--- src/rtl/dda_pkg.sv ---
// shared types and constants for the line pixel stepper
`timescale 1ns / 1ps
`default_nettype none

package dda_pkg;

  localparam int COORD_W = 10;
  localparam int COLOR_W = 32;
  localparam int ADDR_W  = 20;

  localparam logic OP_LOAD = 1'b0;
  localparam logic OP_STEP = 1'b1;

  // one classified request between the front and the back
  typedef struct packed {
    logic               op;
    logic [COORD_W-1:0] start_x;
    logic [COORD_W-1:0] start_y;
    logic [COORD_W-1:0] mag_x;
    logic [COORD_W-1:0] mag_y;
    logic               neg_x;
    logic               neg_y;
    logic [COORD_W-1:0] len;
    logic [COLOR_W-1:0] color;
  } cmd_t;

  typedef enum logic [1:0] {
    S_IDLE,
    S_DIV,
    S_EMIT
  } back_state_t;

endpackage : dda_pkg

`default_nettype wire

--- src/rtl/dda_line_pixel_stepper_unit.sv ---
// top level of the line pixel stepper
`timescale 1ns / 1ps
`default_nettype none

// DDA line rasterizer with queue-style ports on both sides. A load request
// (in_op = 0) sets up a line from its two endpoints and color; each step
// request (in_op = 1) yields one pixel address (row * SCREEN_WIDTH + column,
// rounded half up, low 20 bits) with the color and a flag on the final
// pixel. The end point is not drawn, a zero-length line and a step with no
// active line give no result. Requests enter a two-entry queue and are
// carried out in order. A load of nonzero length runs the bit-serial divider
// that forms both axis increments together, one quotient bit per cycle.
module dda_line_pixel_stepper_unit #(
  parameter int SCREEN_WIDTH = 1024,
  parameter int FRAC_BITS    = 16
) (
  input  wire logic                        clk,
  input  wire logic                        rst_n,
  input  wire logic                        in_push,
  output logic                             in_full,
  input  wire logic                        in_op,
  input  wire logic [dda_pkg::COORD_W-1:0] in_start_x,
  input  wire logic [dda_pkg::COORD_W-1:0] in_start_y,
  input  wire logic [dda_pkg::COORD_W-1:0] in_end_x,
  input  wire logic [dda_pkg::COORD_W-1:0] in_end_y,
  input  wire logic [dda_pkg::COLOR_W-1:0] in_line_color,
  output logic                             out_empty,
  input  wire logic                        out_pop,
  output logic [dda_pkg::ADDR_W-1:0]       out_pixel_address,
  output logic [dda_pkg::COLOR_W-1:0]      out_pixel_color,
  output logic                             out_last_pixel
);

  dda_pkg::cmd_t front_cmd;
  dda_pkg::cmd_t q_data;
  logic          q_empty;
  logic          q_pop;

  dda_front u_front (
    .in_op         (in_op),
    .in_start_x    (in_start_x),
    .in_start_y    (in_start_y),
    .in_end_x      (in_end_x),
    .in_end_y      (in_end_y),
    .in_line_color (in_line_color),
    .cmd           (front_cmd)
  );

  dda_cmd_q u_cmd_q (
    .clk       (clk),
    .rst_n     (rst_n),
    .push      (in_push),
    .push_data (front_cmd),
    .full      (in_full),
    .pop       (q_pop),
    .pop_data  (q_data),
    .empty     (q_empty)
  );

  dda_back #(
    .SCREEN_WIDTH (SCREEN_WIDTH),
    .FRAC_BITS    (FRAC_BITS)
  ) u_back (
    .clk               (clk),
    .rst_n             (rst_n),
    .q_empty           (q_empty),
    .q_data            (q_data),
    .q_pop             (q_pop),
    .out_pop           (out_pop),
    .out_empty         (out_empty),
    .out_pixel_address (out_pixel_address),
    .out_pixel_color   (out_pixel_color),
    .out_last_pixel    (out_last_pixel)
  );

endmodule : dda_line_pixel_stepper_unit

`default_nettype wire

--- src/rtl/dda_front.sv ---
// front end: classifies each request and works out deltas and line length
`timescale 1ns / 1ps
`default_nettype none

module dda_front (
  input  wire logic                        in_op,
  input  wire logic [dda_pkg::COORD_W-1:0] in_start_x,
  input  wire logic [dda_pkg::COORD_W-1:0] in_start_y,
  input  wire logic [dda_pkg::COORD_W-1:0] in_end_x,
  input  wire logic [dda_pkg::COORD_W-1:0] in_end_y,
  input  wire logic [dda_pkg::COLOR_W-1:0] in_line_color,
  output dda_pkg::cmd_t                    cmd
);

  logic                        neg_x;
  logic                        neg_y;
  logic [dda_pkg::COORD_W-1:0] mag_x;
  logic [dda_pkg::COORD_W-1:0] mag_y;

  always_comb begin
    neg_x = in_end_x < in_start_x;
    neg_y = in_end_y < in_start_y;
    mag_x = neg_x ? (in_start_x - in_end_x) : (in_end_x - in_start_x);
    mag_y = neg_y ? (in_start_y - in_end_y) : (in_end_y - in_start_y);

    cmd.op      = in_op;
    cmd.start_x = in_start_x;
    cmd.start_y = in_start_y;
    cmd.mag_x   = mag_x;
    cmd.mag_y   = mag_y;
    cmd.neg_x   = neg_x;
    cmd.neg_y   = neg_y;
    // longer axis span is the pixel count
    cmd.len     = (mag_x >= mag_y) ? mag_x : mag_y;
    cmd.color   = in_line_color;
  end

endmodule : dda_front

`default_nettype wire

--- src/rtl/dda_cmd_q.sv ---
// two-entry request queue between the front and the back
`timescale 1ns / 1ps
`default_nettype none

module dda_cmd_q (
  input  wire logic     clk,
  input  wire logic     rst_n,
  input  wire logic     push,
  input  dda_pkg::cmd_t push_data,
  output logic          full,
  input  wire logic     pop,
  output dda_pkg::cmd_t pop_data,
  output logic          empty
);

  localparam int DEPTH = 2;
  localparam int PTR_W = $clog2(DEPTH);

  dda_pkg::cmd_t      entry_r [DEPTH];
  logic [PTR_W-1:0]   wr_ptr_r;
  logic [PTR_W-1:0]   wr_ptr_nxt;
  logic [PTR_W-1:0]   rd_ptr_r;
  logic [PTR_W-1:0]   rd_ptr_nxt;
  logic [PTR_W:0]     count_r;
  logic [PTR_W:0]     count_nxt;
  logic               do_push;
  logic               do_pop;

  always_comb begin
    full     = count_r == (PTR_W+1)'(DEPTH);
    empty    = count_r == '0;
    pop_data = entry_r[rd_ptr_r];
    do_push  = push && !full;
    do_pop   = pop && !empty;

    wr_ptr_nxt = wr_ptr_r;
    rd_ptr_nxt = rd_ptr_r;
    count_nxt  = count_r;
    if (do_push) begin
      wr_ptr_nxt = (wr_ptr_r == PTR_W'(DEPTH - 1)) ? '0 : wr_ptr_r + 1'b1;
    end
    if (do_pop) begin
      rd_ptr_nxt = (rd_ptr_r == PTR_W'(DEPTH - 1)) ? '0 : rd_ptr_r + 1'b1;
    end
    if (do_push && !do_pop) begin
      count_nxt = count_r + 1'b1;
    end else if (do_pop && !do_push) begin
      count_nxt = count_r - 1'b1;
    end
  end

  always_ff @(posedge clk) begin
    if (!rst_n) begin
      wr_ptr_r <= '0;
      rd_ptr_r <= '0;
      count_r  <= '0;
    end else begin
      wr_ptr_r <= wr_ptr_nxt;
      rd_ptr_r <= rd_ptr_nxt;
      count_r  <= count_nxt;
    end
  end

  always_ff @(posedge clk) begin
    if (do_push) begin
      entry_r[wr_ptr_r] <= push_data;
    end
  end

endmodule : dda_cmd_q

`default_nettype wire

--- src/rtl/dda_back.sv ---
// back end: increment divider, position stepper and result register
`timescale 1ns / 1ps
`default_nettype none

module dda_back #(
  parameter int SCREEN_WIDTH = 1024,
  parameter int FRAC_BITS    = 16
) (
  input  wire logic                        clk,
  input  wire logic                        rst_n,
  input  wire logic                        q_empty,
  input  dda_pkg::cmd_t                    q_data,
  output logic                             q_pop,
  input  wire logic                        out_pop,
  output logic                             out_empty,
  output logic [dda_pkg::ADDR_W-1:0]       out_pixel_address,
  output logic [dda_pkg::COLOR_W-1:0]      out_pixel_color,
  output logic                             out_last_pixel
);

  localparam int CW     = dda_pkg::COORD_W;
  localparam int POS_W  = CW + FRAC_BITS + 1;
  localparam int QUO_W  = FRAC_BITS + 1;
  localparam int STEP_W = FRAC_BITS + 2;
  localparam int REM_W  = CW + 1;
  localparam int RND_W  = CW + 1;
  localparam int ITER_W = $clog2(FRAC_BITS + 1);

  dda_pkg::back_state_t st_r;
  dda_pkg::back_state_t st_nxt;

  logic [POS_W-1:0]              pos_x_r;
  logic [POS_W-1:0]              pos_y_r;
  logic [STEP_W-1:0]             step_x_r;
  logic [STEP_W-1:0]             step_y_r;
  logic [CW-1:0]                 left_r;
  logic [dda_pkg::COLOR_W-1:0]   color_r;
  logic [RND_W-1:0]              rnd_x_r;
  logic [RND_W-1:0]              rnd_y_r;

  // divider state, both axes share one length and one counter
  logic [CW-1:0]                 len_r;
  logic [REM_W-1:0]              rem_x_r;
  logic [REM_W-1:0]              rem_y_r;
  logic [QUO_W-1:0]              quo_x_r;
  logic [QUO_W-1:0]              quo_y_r;
  logic                          neg_x_r;
  logic                          neg_y_r;
  logic [ITER_W-1:0]             iter_r;

  logic [REM_W-1:0]              sh_x;
  logic [REM_W-1:0]              sh_y;
  logic                          ge_x;
  logic                          ge_y;
  logic [REM_W-1:0]              rem_x_nxt;
  logic [REM_W-1:0]              rem_y_nxt;
  logic [QUO_W-1:0]              quo_x_nxt;
  logic [QUO_W-1:0]              quo_y_nxt;
  logic [STEP_W-1:0]             step_x_nxt;
  logic [STEP_W-1:0]             step_y_nxt;

  logic                          out_valid_r;
  logic [dda_pkg::ADDR_W-1:0]    out_addr_r;
  logic [dda_pkg::COLOR_W-1:0]   out_color_r;
  logic                          out_last_r;
  logic                          out_wr;
  logic                          is_load;
  logic                          last_iter;

  // next state
  always_comb begin
    st_nxt = st_r;
    unique case (st_r)
      dda_pkg::S_IDLE: begin
        if (!q_empty) begin
          if (q_data.op == dda_pkg::OP_LOAD) begin
            st_nxt = (q_data.len != '0) ? dda_pkg::S_DIV : dda_pkg::S_IDLE;
          end else begin
            st_nxt = (left_r != '0) ? dda_pkg::S_EMIT : dda_pkg::S_IDLE;
          end
        end
      end
      dda_pkg::S_DIV: begin
        if (last_iter) begin
          st_nxt = dda_pkg::S_IDLE;
        end
      end
      dda_pkg::S_EMIT: begin
        if (out_wr) begin
          st_nxt = dda_pkg::S_IDLE;
        end
      end
      default: st_nxt = dda_pkg::S_IDLE;
    endcase
  end

  // state decodes
  always_comb begin
    q_pop     = (st_r == dda_pkg::S_IDLE) && !q_empty;
    is_load   = q_data.op == dda_pkg::OP_LOAD;
    last_iter = (st_r == dda_pkg::S_DIV) && (iter_r == ITER_W'(1));
    out_wr    = (st_r == dda_pkg::S_EMIT) && (!out_valid_r || out_pop);
  end

  // one restoring division step per cycle on each axis
  always_comb begin
    sh_x = {rem_x_r[REM_W-2:0], 1'b0};
    sh_y = {rem_y_r[REM_W-2:0], 1'b0};
    ge_x = sh_x >= REM_W'(len_r);
    ge_y = sh_y >= REM_W'(len_r);
    rem_x_nxt = ge_x ? sh_x - REM_W'(len_r) : sh_x;
    rem_y_nxt = ge_y ? sh_y - REM_W'(len_r) : sh_y;
    quo_x_nxt = {quo_x_r[QUO_W-2:0], ge_x};
    quo_y_nxt = {quo_y_r[QUO_W-2:0], ge_y};
    step_x_nxt = neg_x_r ? -{1'b0, quo_x_nxt} : {1'b0, quo_x_nxt};
    step_y_nxt = neg_y_r ? -{1'b0, quo_y_nxt} : {1'b0, quo_y_nxt};
  end

  always_ff @(posedge clk) begin
    if (!rst_n) begin
      st_r     <= dda_pkg::S_IDLE;
      pos_x_r  <= '0;
      pos_y_r  <= '0;
      step_x_r <= '0;
      step_y_r <= '0;
      left_r   <= '0;
      color_r  <= '0;
      iter_r   <= '0;
    end else begin
      st_r <= st_nxt;
      if (q_pop && is_load) begin
        pos_x_r  <= POS_W'({q_data.start_x, {FRAC_BITS{1'b0}}});
        pos_y_r  <= POS_W'({q_data.start_y, {FRAC_BITS{1'b0}}});
        left_r   <= q_data.len;
        color_r  <= q_data.color;
        step_x_r <= '0;
        step_y_r <= '0;
        iter_r   <= ITER_W'(FRAC_BITS);
      end
      if (st_r == dda_pkg::S_DIV) begin
        iter_r <= iter_r - 1'b1;
        if (last_iter) begin
          step_x_r <= step_x_nxt;
          step_y_r <= step_y_nxt;
        end
      end
      if (out_wr) begin
        pos_x_r <= pos_x_r + {{(POS_W-STEP_W){step_x_r[STEP_W-1]}}, step_x_r};
        pos_y_r <= pos_y_r + {{(POS_W-STEP_W){step_y_r[STEP_W-1]}}, step_y_r};
        left_r  <= left_r - 1'b1;
      end
    end
  end

  // divider datapath; integer bit is set only when the span equals the length
  always_ff @(posedge clk) begin
    if (q_pop && is_load) begin
      len_r   <= q_data.len;
      neg_x_r <= q_data.neg_x;
      neg_y_r <= q_data.neg_y;
      quo_x_r <= QUO_W'(q_data.mag_x == q_data.len);
      quo_y_r <= QUO_W'(q_data.mag_y == q_data.len);
      rem_x_r <= (q_data.mag_x == q_data.len) ? '0 : REM_W'(q_data.mag_x);
      rem_y_r <= (q_data.mag_y == q_data.len) ? '0 : REM_W'(q_data.mag_y);
    end else if (st_r == dda_pkg::S_DIV) begin
      rem_x_r <= rem_x_nxt;
      rem_y_r <= rem_y_nxt;
      quo_x_r <= quo_x_nxt;
      quo_y_r <= quo_y_nxt;
    end
  end

  // rounded pixel coordinates are a registered copy of the rounded position
  always_ff @(posedge clk) begin
    rnd_x_r <= RND_W'((pos_x_r + POS_W'(1 << (FRAC_BITS - 1))) >> FRAC_BITS);
    rnd_y_r <= RND_W'((pos_y_r + POS_W'(1 << (FRAC_BITS - 1))) >> FRAC_BITS);
  end

  // result register
  always_ff @(posedge clk) begin
    if (!rst_n) begin
      out_valid_r <= 1'b0;
    end else if (out_wr) begin
      out_valid_r <= 1'b1;
    end else if (out_pop) begin
      out_valid_r <= 1'b0;
    end
  end

  always_ff @(posedge clk) begin
    if (out_wr) begin
      out_addr_r  <= dda_pkg::ADDR_W'(dda_pkg::ADDR_W'(rnd_y_r) *
                                      dda_pkg::ADDR_W'(SCREEN_WIDTH)) +
                     dda_pkg::ADDR_W'(rnd_x_r);
      out_color_r <= color_r;
      out_last_r  <= left_r == CW'(1);
    end
  end

  assign out_empty         = !out_valid_r;
  assign out_pixel_address = out_addr_r;
  assign out_pixel_color   = out_color_r;
  assign out_last_pixel    = out_last_r;

  a_div_has_pixels: assert property (@(posedge clk) disable iff (!rst_n)
    (st_r == dda_pkg::S_DIV) |-> (left_r != '0))
    else $error("divide running on an empty line");

  a_emit_has_pixels: assert property (@(posedge clk) disable iff (!rst_n)
    out_wr |-> (left_r != '0))
    else $error("pixel emitted with none left");

  a_last_flag: assert property (@(posedge clk) disable iff (!rst_n)
    (out_wr && (left_r == CW'(1))) |=> (out_last_r && left_r == '0))
    else $error("final pixel not flagged");

  a_pop_when_idle: assert property (@(posedge clk) disable iff (!rst_n)
    q_pop |-> (st_r == dda_pkg::S_IDLE && !q_empty))
    else $error("request taken while busy");

endmodule : dda_back

`default_nettype wire
--- config.mk ---
export PLATFORM = sky130hd
export DESIGN_NAME = dda_line_pixel_stepper_unit
export DESIGN_NICKNAME = d
export VERILOG_FILES = /design/src/rtl/dda_pkg.sv /design/src/rtl/dda_line_pixel_stepper_unit.sv /design/src/rtl/dda_front.sv /design/src/rtl/dda_cmd_q.sv /design/src/rtl/dda_back.sv
export SDC_FILE = /design/constraint.sdc
export NUM_CORES = 1
export LEC_CHECK = 0
export ABC_AREA = 1
export CAP_MARGIN = 30
export CORE_MARGIN = 8
export CORE_UTILIZATION = 58
export DETAILED_ROUTE_END_ITERATION = 10
export DONT_BUFFER_PORTS = 1
export PLACE_DENSITY = 0.78
export SLEW_MARGIN = 25
export SYNTH_ARGS = -nofsm -noshare
export SYNTH_HDL_FRONTEND = slang
export SYNTH_SLANG_ARGS = --single-unit
--- constraint.sdc ---
create_clock -name clk -period 5.3 [get_ports clk]
set_input_delay 0.795 -clock clk [delete_from_list [all_inputs] [get_ports clk]]
set_output_delay 0.795 -clock clk [all_outputs]
set_load 0.01 [all_outputs]
# --- After elaboration in Yosys (flattened, before gate mapping) ---
# Memories as Yosys holds them, arrays and structs flattened. A register that Yosys moved wholly into a read port is not among the register bits.
# Cells that the tools add are included.
word_totals:
  latchBits: 0
  mem_bits_rw: 170
  out_inout_bits: 55
  input_bits: 77
  wordCells: 133
  register_bits: 282
  mem_bits_ro: 0
  n_memories: 1
mem_list:
  columns: ["name", "words", "word_bits", "read_ports", "rd_clocked_by_memory_dff", "write_ports", "line", "rtl"]
  rows:
  - ["u_cmd_q.entry_r", 2, 85, 1, 1, 1, "dda_cmd_q.sv:19", "dda_pkg::cmd_t entry_r [DEPTH];"]
op_classes:
  n_shift: 0
  magnitude_cmp: 5
  n_mul: 0
  n_eq_ne: 10
  n_div: 0
  n_bitwise: 1
  reduce_logical: 23
  n_mux: 48
  add_sub_neg: 19
op_table:
  columns: ["op", "n"]
  rows:
  - ["18-bit two-way mux", 8]
  - ["10-bit two-way mux", 13]
  - ["27-bit two-way mux", 4]
  - ["10-bit subtractor", 6]
  - ["27-bit adder", 2]
  - ["17-bit negation with 18-bit output", 2]
  - ["27-bit by 16-bit adder with 27-bit output, second input constant", 1]
  - ["26-bit by 16-bit adder with 26-bit output, second input constant", 1]
  - ["11-bit by 10-bit >= comparator with 1-bit output", 2]
  - ["20-bit by 11-bit adder with 20-bit output", 1]
  - ["10-bit == test", 2]
  - ["10-bit less-than comparator", 2]
  - ["10-bit nonzero test", 2]
  - ["2-bit two-way mux", 7]
  - ["1-bit two-way mux", 13]
  - ["10-bit by 1-bit == test with 1-bit output, second input constant", 1]
  - ["10-bit >= comparator", 1]
  - ["5-bit two-way mux", 2]
  - ["10-bit by 1-bit subtractor with 10-bit output, second input constant", 1]
  - ["1-bit logical AND", 8]
  - ["2-bit nonzero test", 4]
  - ["2-bit one-hot mux with 3 select lines", 1]
  - ["5-bit by 1-bit == test with 1-bit output, second input constant", 1]
  - ["1-bit zero test", 5]
  - ["other kinds (12)", 16]

# --- Longest topological paths before layout ---
depth:
  word_depth: 7
  depth_mapped: 22
  mapped_depth_nobuf: 22

# --- Modules after synthesis ---
# Synthesis repeated with hierarchy kept, for this count alone.
hier_totals:
  cells_unflattened: 3127
  hier_area_um2: 25742.2
modules_own_cells:
  columns: ["module", "instances", "cells_each", "area_each_um2", "seq_area_each_um2"]
  rows:
  - ["dda_back", 1, 2292, 16373.2, 6416.2]
  - ["dda_cmd_q", 1, 302, 6382.4, 5205.0]
  - ["dda_front", 1, 533, 2986.6, 0.0]

# --- Least setup slack after synthesis ---
# Ideal clock, no wire load.
synth_path:
  path_type: "input to register"
  startpoint: "in in_push"
  endpoint: "mem u_cmd_q.entry_r[1][0] (netlist name), enable pin"
  n_path_buf: 0
  cell_stages: 2
  arrival_time_ns: 4.502
  setup_slack_ns: 0.268
  required_ns: 4.769
  setup_time_ns: 0.531
  path_cell_list: "o21ai_0 nor2_1"
synth_via:
  elab_chain_cells: 3
synth_lines:
  columns: ["item", "line", "rtl"]
  rows:
  - ["start: declaration", "dda_line_pixel_stepper_unit.sv:19", "input wire logic in_push,"]
  - ["1-bit logical AND", "dda_cmd_q.sv:33", "do_push = push && !full;"]
  - ["1-bit two-way mux", "dda_cmd_q.sv:65", "if (do_push) begin"]
  - ["1-bit two-way mux (implied by the code)", "dda_cmd_q.sv:66", "entry_r[wr_ptr_r] <= push_data;"]
  - ["end: declaration", "dda_cmd_q.sv:19", null]
# Every way passes these cells.

# --- Worst setup path in the final report ---
layout_path:
  startpoint: "reg u_back.len_r[1]"
  endpoint: "reg u_back.step_y_r[16]"
layout_via:
  elab_chain_cells: 5
layout_lines:
  columns: ["item", "line", "rtl"]
  rows:
  - ["start: declaration", "dda_back.sv:42", "logic [CW-1:0] len_r;"]
  - ["start signal: assignment", "dda_back.sv:158", "len_r <= q_data.len;"]
  - ["11-bit by 10-bit >= comparator with 1-bit output", "dda_back.sv:110", "ge_y = sh_y >= REM_W'(len_r);"]
  - ["17-bit negation with 18-bit output", "dda_back.sv:116", "step_y_nxt = neg_y_r ? -{1'b0, quo_y_nxt} : {1'b0, quo_y_nxt};"]
  - ["18-bit two-way mux", "dda_back.sv:116", null]
  - ["18-bit two-way mux", "dda_back.sv:142", "if (last_iter) begin"]
  - ["18-bit two-way mux", "dda_back.sv:140", "if (st_r == dda_pkg::S_DIV) begin"]
  - ["end signal: assignment", "dda_back.sv:144", "step_y_r <= step_y_nxt;"]
  - ["end: declaration", "dda_back.sv:35", "logic [STEP_W-1:0] step_y_r;"]
# Every way passes these cells.
# A chain may end at the register's enable or synchronous reset.

==> metrics <==
status=completed; die extent in y=220 µm; leading area contributor after synthesis=edfxtp_1; antenna violations before repair=0; Setup Viol. Count Final=0; Root Driver=clkbuf_16; clock skew=0.0247 ns; Fillers=3422; most common cell after layout, fill and taps aside=nand2_1; worst min path class=input pin to register; Post-Synthesis Cells=2879; total vias in the final route=~19000; syn avg cell area=8.37 µm²; num rows=74; largest family of logic cells by synthesized area=simple AND/OR/NAND/NOR gates; leakage power=11.1 nW; CP Launch Type=register; WS Path Type=register to register; via/cell ratio=5.68; # diodes=0; final net count=3064; Synth Area in Compound Gates=0.126; final period utilization=0.708; cts repair resizes=0; Syn Nets=approximately 3100; Req. time, crit path=5.83 ns; total power=roughly 14 mW; GRT overflow=0; setup TNS=0 ns; cts bufs inserted=48; Max FO, Critical Path=21; placed insts=between 3000 and 4000; post-DP HPWL=44300 µm; # port buffers=0; CTS max path bufs=3; adder-cell area share of the yosys netlist=0.0741; Routability Congestion=0.938; Detailed Route WL=61900 µm; register area share after synthesis=0.482; area share of the largest cell type after synthesis=0.320; Hold Buf Count CTS=0; RSZ-0062 raised after global routing=false; drt drc=0; post-route ant nets=0; mux share of post-synthesis cell area=0.00654; Critical Path End Type=register; non-filler cells, final=3421; largest net degree at the start of global routing=87; Global Route Usage Sum=0.251; Synth Area in XOR/XNOR=0.0381; CP max stage delay=0.47 ns; FMAX=0.266 GHz; worst vdd ir=0.357 mV; drt pass-1 iters=5; vias in the first global route=18700; average routed wire per standard cell=between 15 and 20 µm; worst-path cell chain=inv_1 -> ha_1 -> ha_1 -> nand3_1 -> nor2_1 -> nor2_1 -> nand2_1 -> inv_1 -> ha_1 -> inv_1 -> nor3_1 -> nand2_1 -> nand2_1 -> nand2_1 -> inv_1 -> nand2_1 -> o21ai_0 -> inv_1 -> o21ai_0 -> nand2_1 -> inv_1; iteration-0 DRC count of the detailed router=~1600; most frequent cells in the layout=nand2_1 (779), inv_1 (275), a21oi_1 (272); Clock Latency Late Sink=approximately 0.6 ns; DIE WIDTH=around 220 µm; first-pass GRT wire length=97000 µm; simple-gate share of the synthesized area=0.208; reg2reg setup slack=approximately 1.5 ns; Mapped Area=24100 µm²; Yosys reg bits=452; area grow syn2layout=8.71%; clock-pin slew on the worst setup and hold paths=approximately 0.060 ns; Worst Tran Pin Value=0.868 ns; max-slew violations=0; H-tree levels=2; core area=40900 µm²; Post-CTS Setup Inserts=0; Final Hold Fails=0; Die Area=48300 µm²; starting density of the core=0.589; Ports=132; pwr dens=about 530 nW/µm²; top cells by area, synth=edfxtp_1 (32%), dfxtp_1 (16%), nand2_1 (12%); max-cap violation count=0; CTS tree=done; warnings from Yosys=0; library cells used by synthesis=52; crit path DAT=about 4.3 ns; Slew HR=0.421; fin crit period=3.75 ns; CTS sink cnt=around 450; share of layout cells above drive strength 1=0.0485; Worst path slowest cell=nand2_1
[area by class of cell]
cell class	count	area, µm²	share of cell area
inverters	285	1080	0.0411
flip-flops and latches	452	11600	0.444
repair buffers	20	193	0.00735
clock inverters	24	302	0.0115
multi-input cells	2042	10900	0.418
well taps	532	666	0.0254
clock buffers	66	1400	0.0535
[worst paths after layout]
path | start | end | depth (start not counted)
worst max register to register | u_back.len_r[1] | u_back.step_y_r[16] | 21
worst min-delay path | in_line_color[0] | u_cmd_q.entry_r[0][0] | 0
worst max-delay path | u_back.len_r[1] | u_back.step_y_r[16] | 21
worst min register to register | u_back.rnd_x_r[3] | u_back.out_pixel_address[3] | 0
[registers in the layout (all words and copies together) (netlist names), 11 cells and up, named ones only]
register / cells
u_back.step_y_r: 18
u_back.quo_x_r: 16
u_back.out_pixel_address: 20
u_back.step_x_r: 18
u_back.quo_y_r: 16
u_back.out_pixel_color: 32
u_back.pos_x_r: 27
u_cmd_q.entry_r: 170
u_back.pos_y_r: 26
u_back.rnd_x_r: 11
u_back.color_r: 32
[worst max-delay path: cells and delay by family (launching register included)]
kind | cells | cell delay [ns]
AO/OA/AOI/OAI | 2 | 0.34
flip-flops | 1 | 0.46
buffers and inverters | 6 | 0.61
AND/OR/NAND/NOR | 10 | 1.65
adder cells (fa/ha/maj) | 3 | 0.61
[synth_stat cells, drive strengths merged]
cell	count
nor3	21
nand2	783
nand3	153
nand3b	9
o21a	6
o211ai	11
nand4	38
o22ai	1
a21o	5
a31oi	47
o21bai	10
and2	5
clkbuf	54
mux2i	15
nor3b	1
o211a	1
nor2	189
a211oi	11
fa	8
a21boi	3
edfxtp	257
o21ai	198
clkinv	1
ha	130
inv	284
buf	46
xor2	76
nor4	4
a21oi	272
or2	14
a221oi	1
dfxtp	195
xnor2	29
o311ai	1
[metrics by stage]
step | worst slack [ns] | area [µm²] | utilization | hold WS, ns
after floorplan | 0.268 | 24100 | - | 0.386
after global routing | 1.09 | 26200 | 0.640 | 0.260
after detailed placement | 1.24 | 24500 | 0.598 | 0.389
final | 1.55 | 26200 | 0.640 | 0.286
after global placement | 1.36 | 24500 | 0.598 | 0.389
after CTS | 1.57 | 26200 | 0.639 | 0.250
[report_power, final]
group | total [mW] | leakage [nW] | internal, mW | switching, mW
Combinational | 5.10 | 6.28 | 1.63 | 3.47
Clock | 3.55 | 0.836 | 2.12 | 1.44
Sequential | 5.30 | 3.98 | 4.75 | 0.546
Total | 14.0 | 11.1 | 8.50 | 5.45
[cell families (layout without fill, tap and decap cells)]
| family | count (synthesis) | after routing |
|---|---|---|
| adder cells (fa/ha/maj) | 138 | 138 |
| multiplexers | 15 | 15 |
| flip-flops | 452 | 452 |
| XOR/XNOR | 105 | 105 |
| AO/OA/AOI/OAI | 567 | 567 |
| AND/OR/NAND/NOR | 1217 | 1217 |
| buffers and inverters | 385 | 395 |
[per-layer routing]
| layer | up-vias | track usage | share of wire |
|---|---|---|---|
| met1 | 9073 | 0.308 | 0.41 |
| met4 | 0 | 0.110 | 0.037 |
| met3 | 141 | 0.0428 | 0.063 |
| li1 | 9614 | - | - |
| met2 | 604 | 0.433 | 0.49 |
| met5 | - | 0 | 0 |
Note: power is estimated with default switching activity, not from simulation.
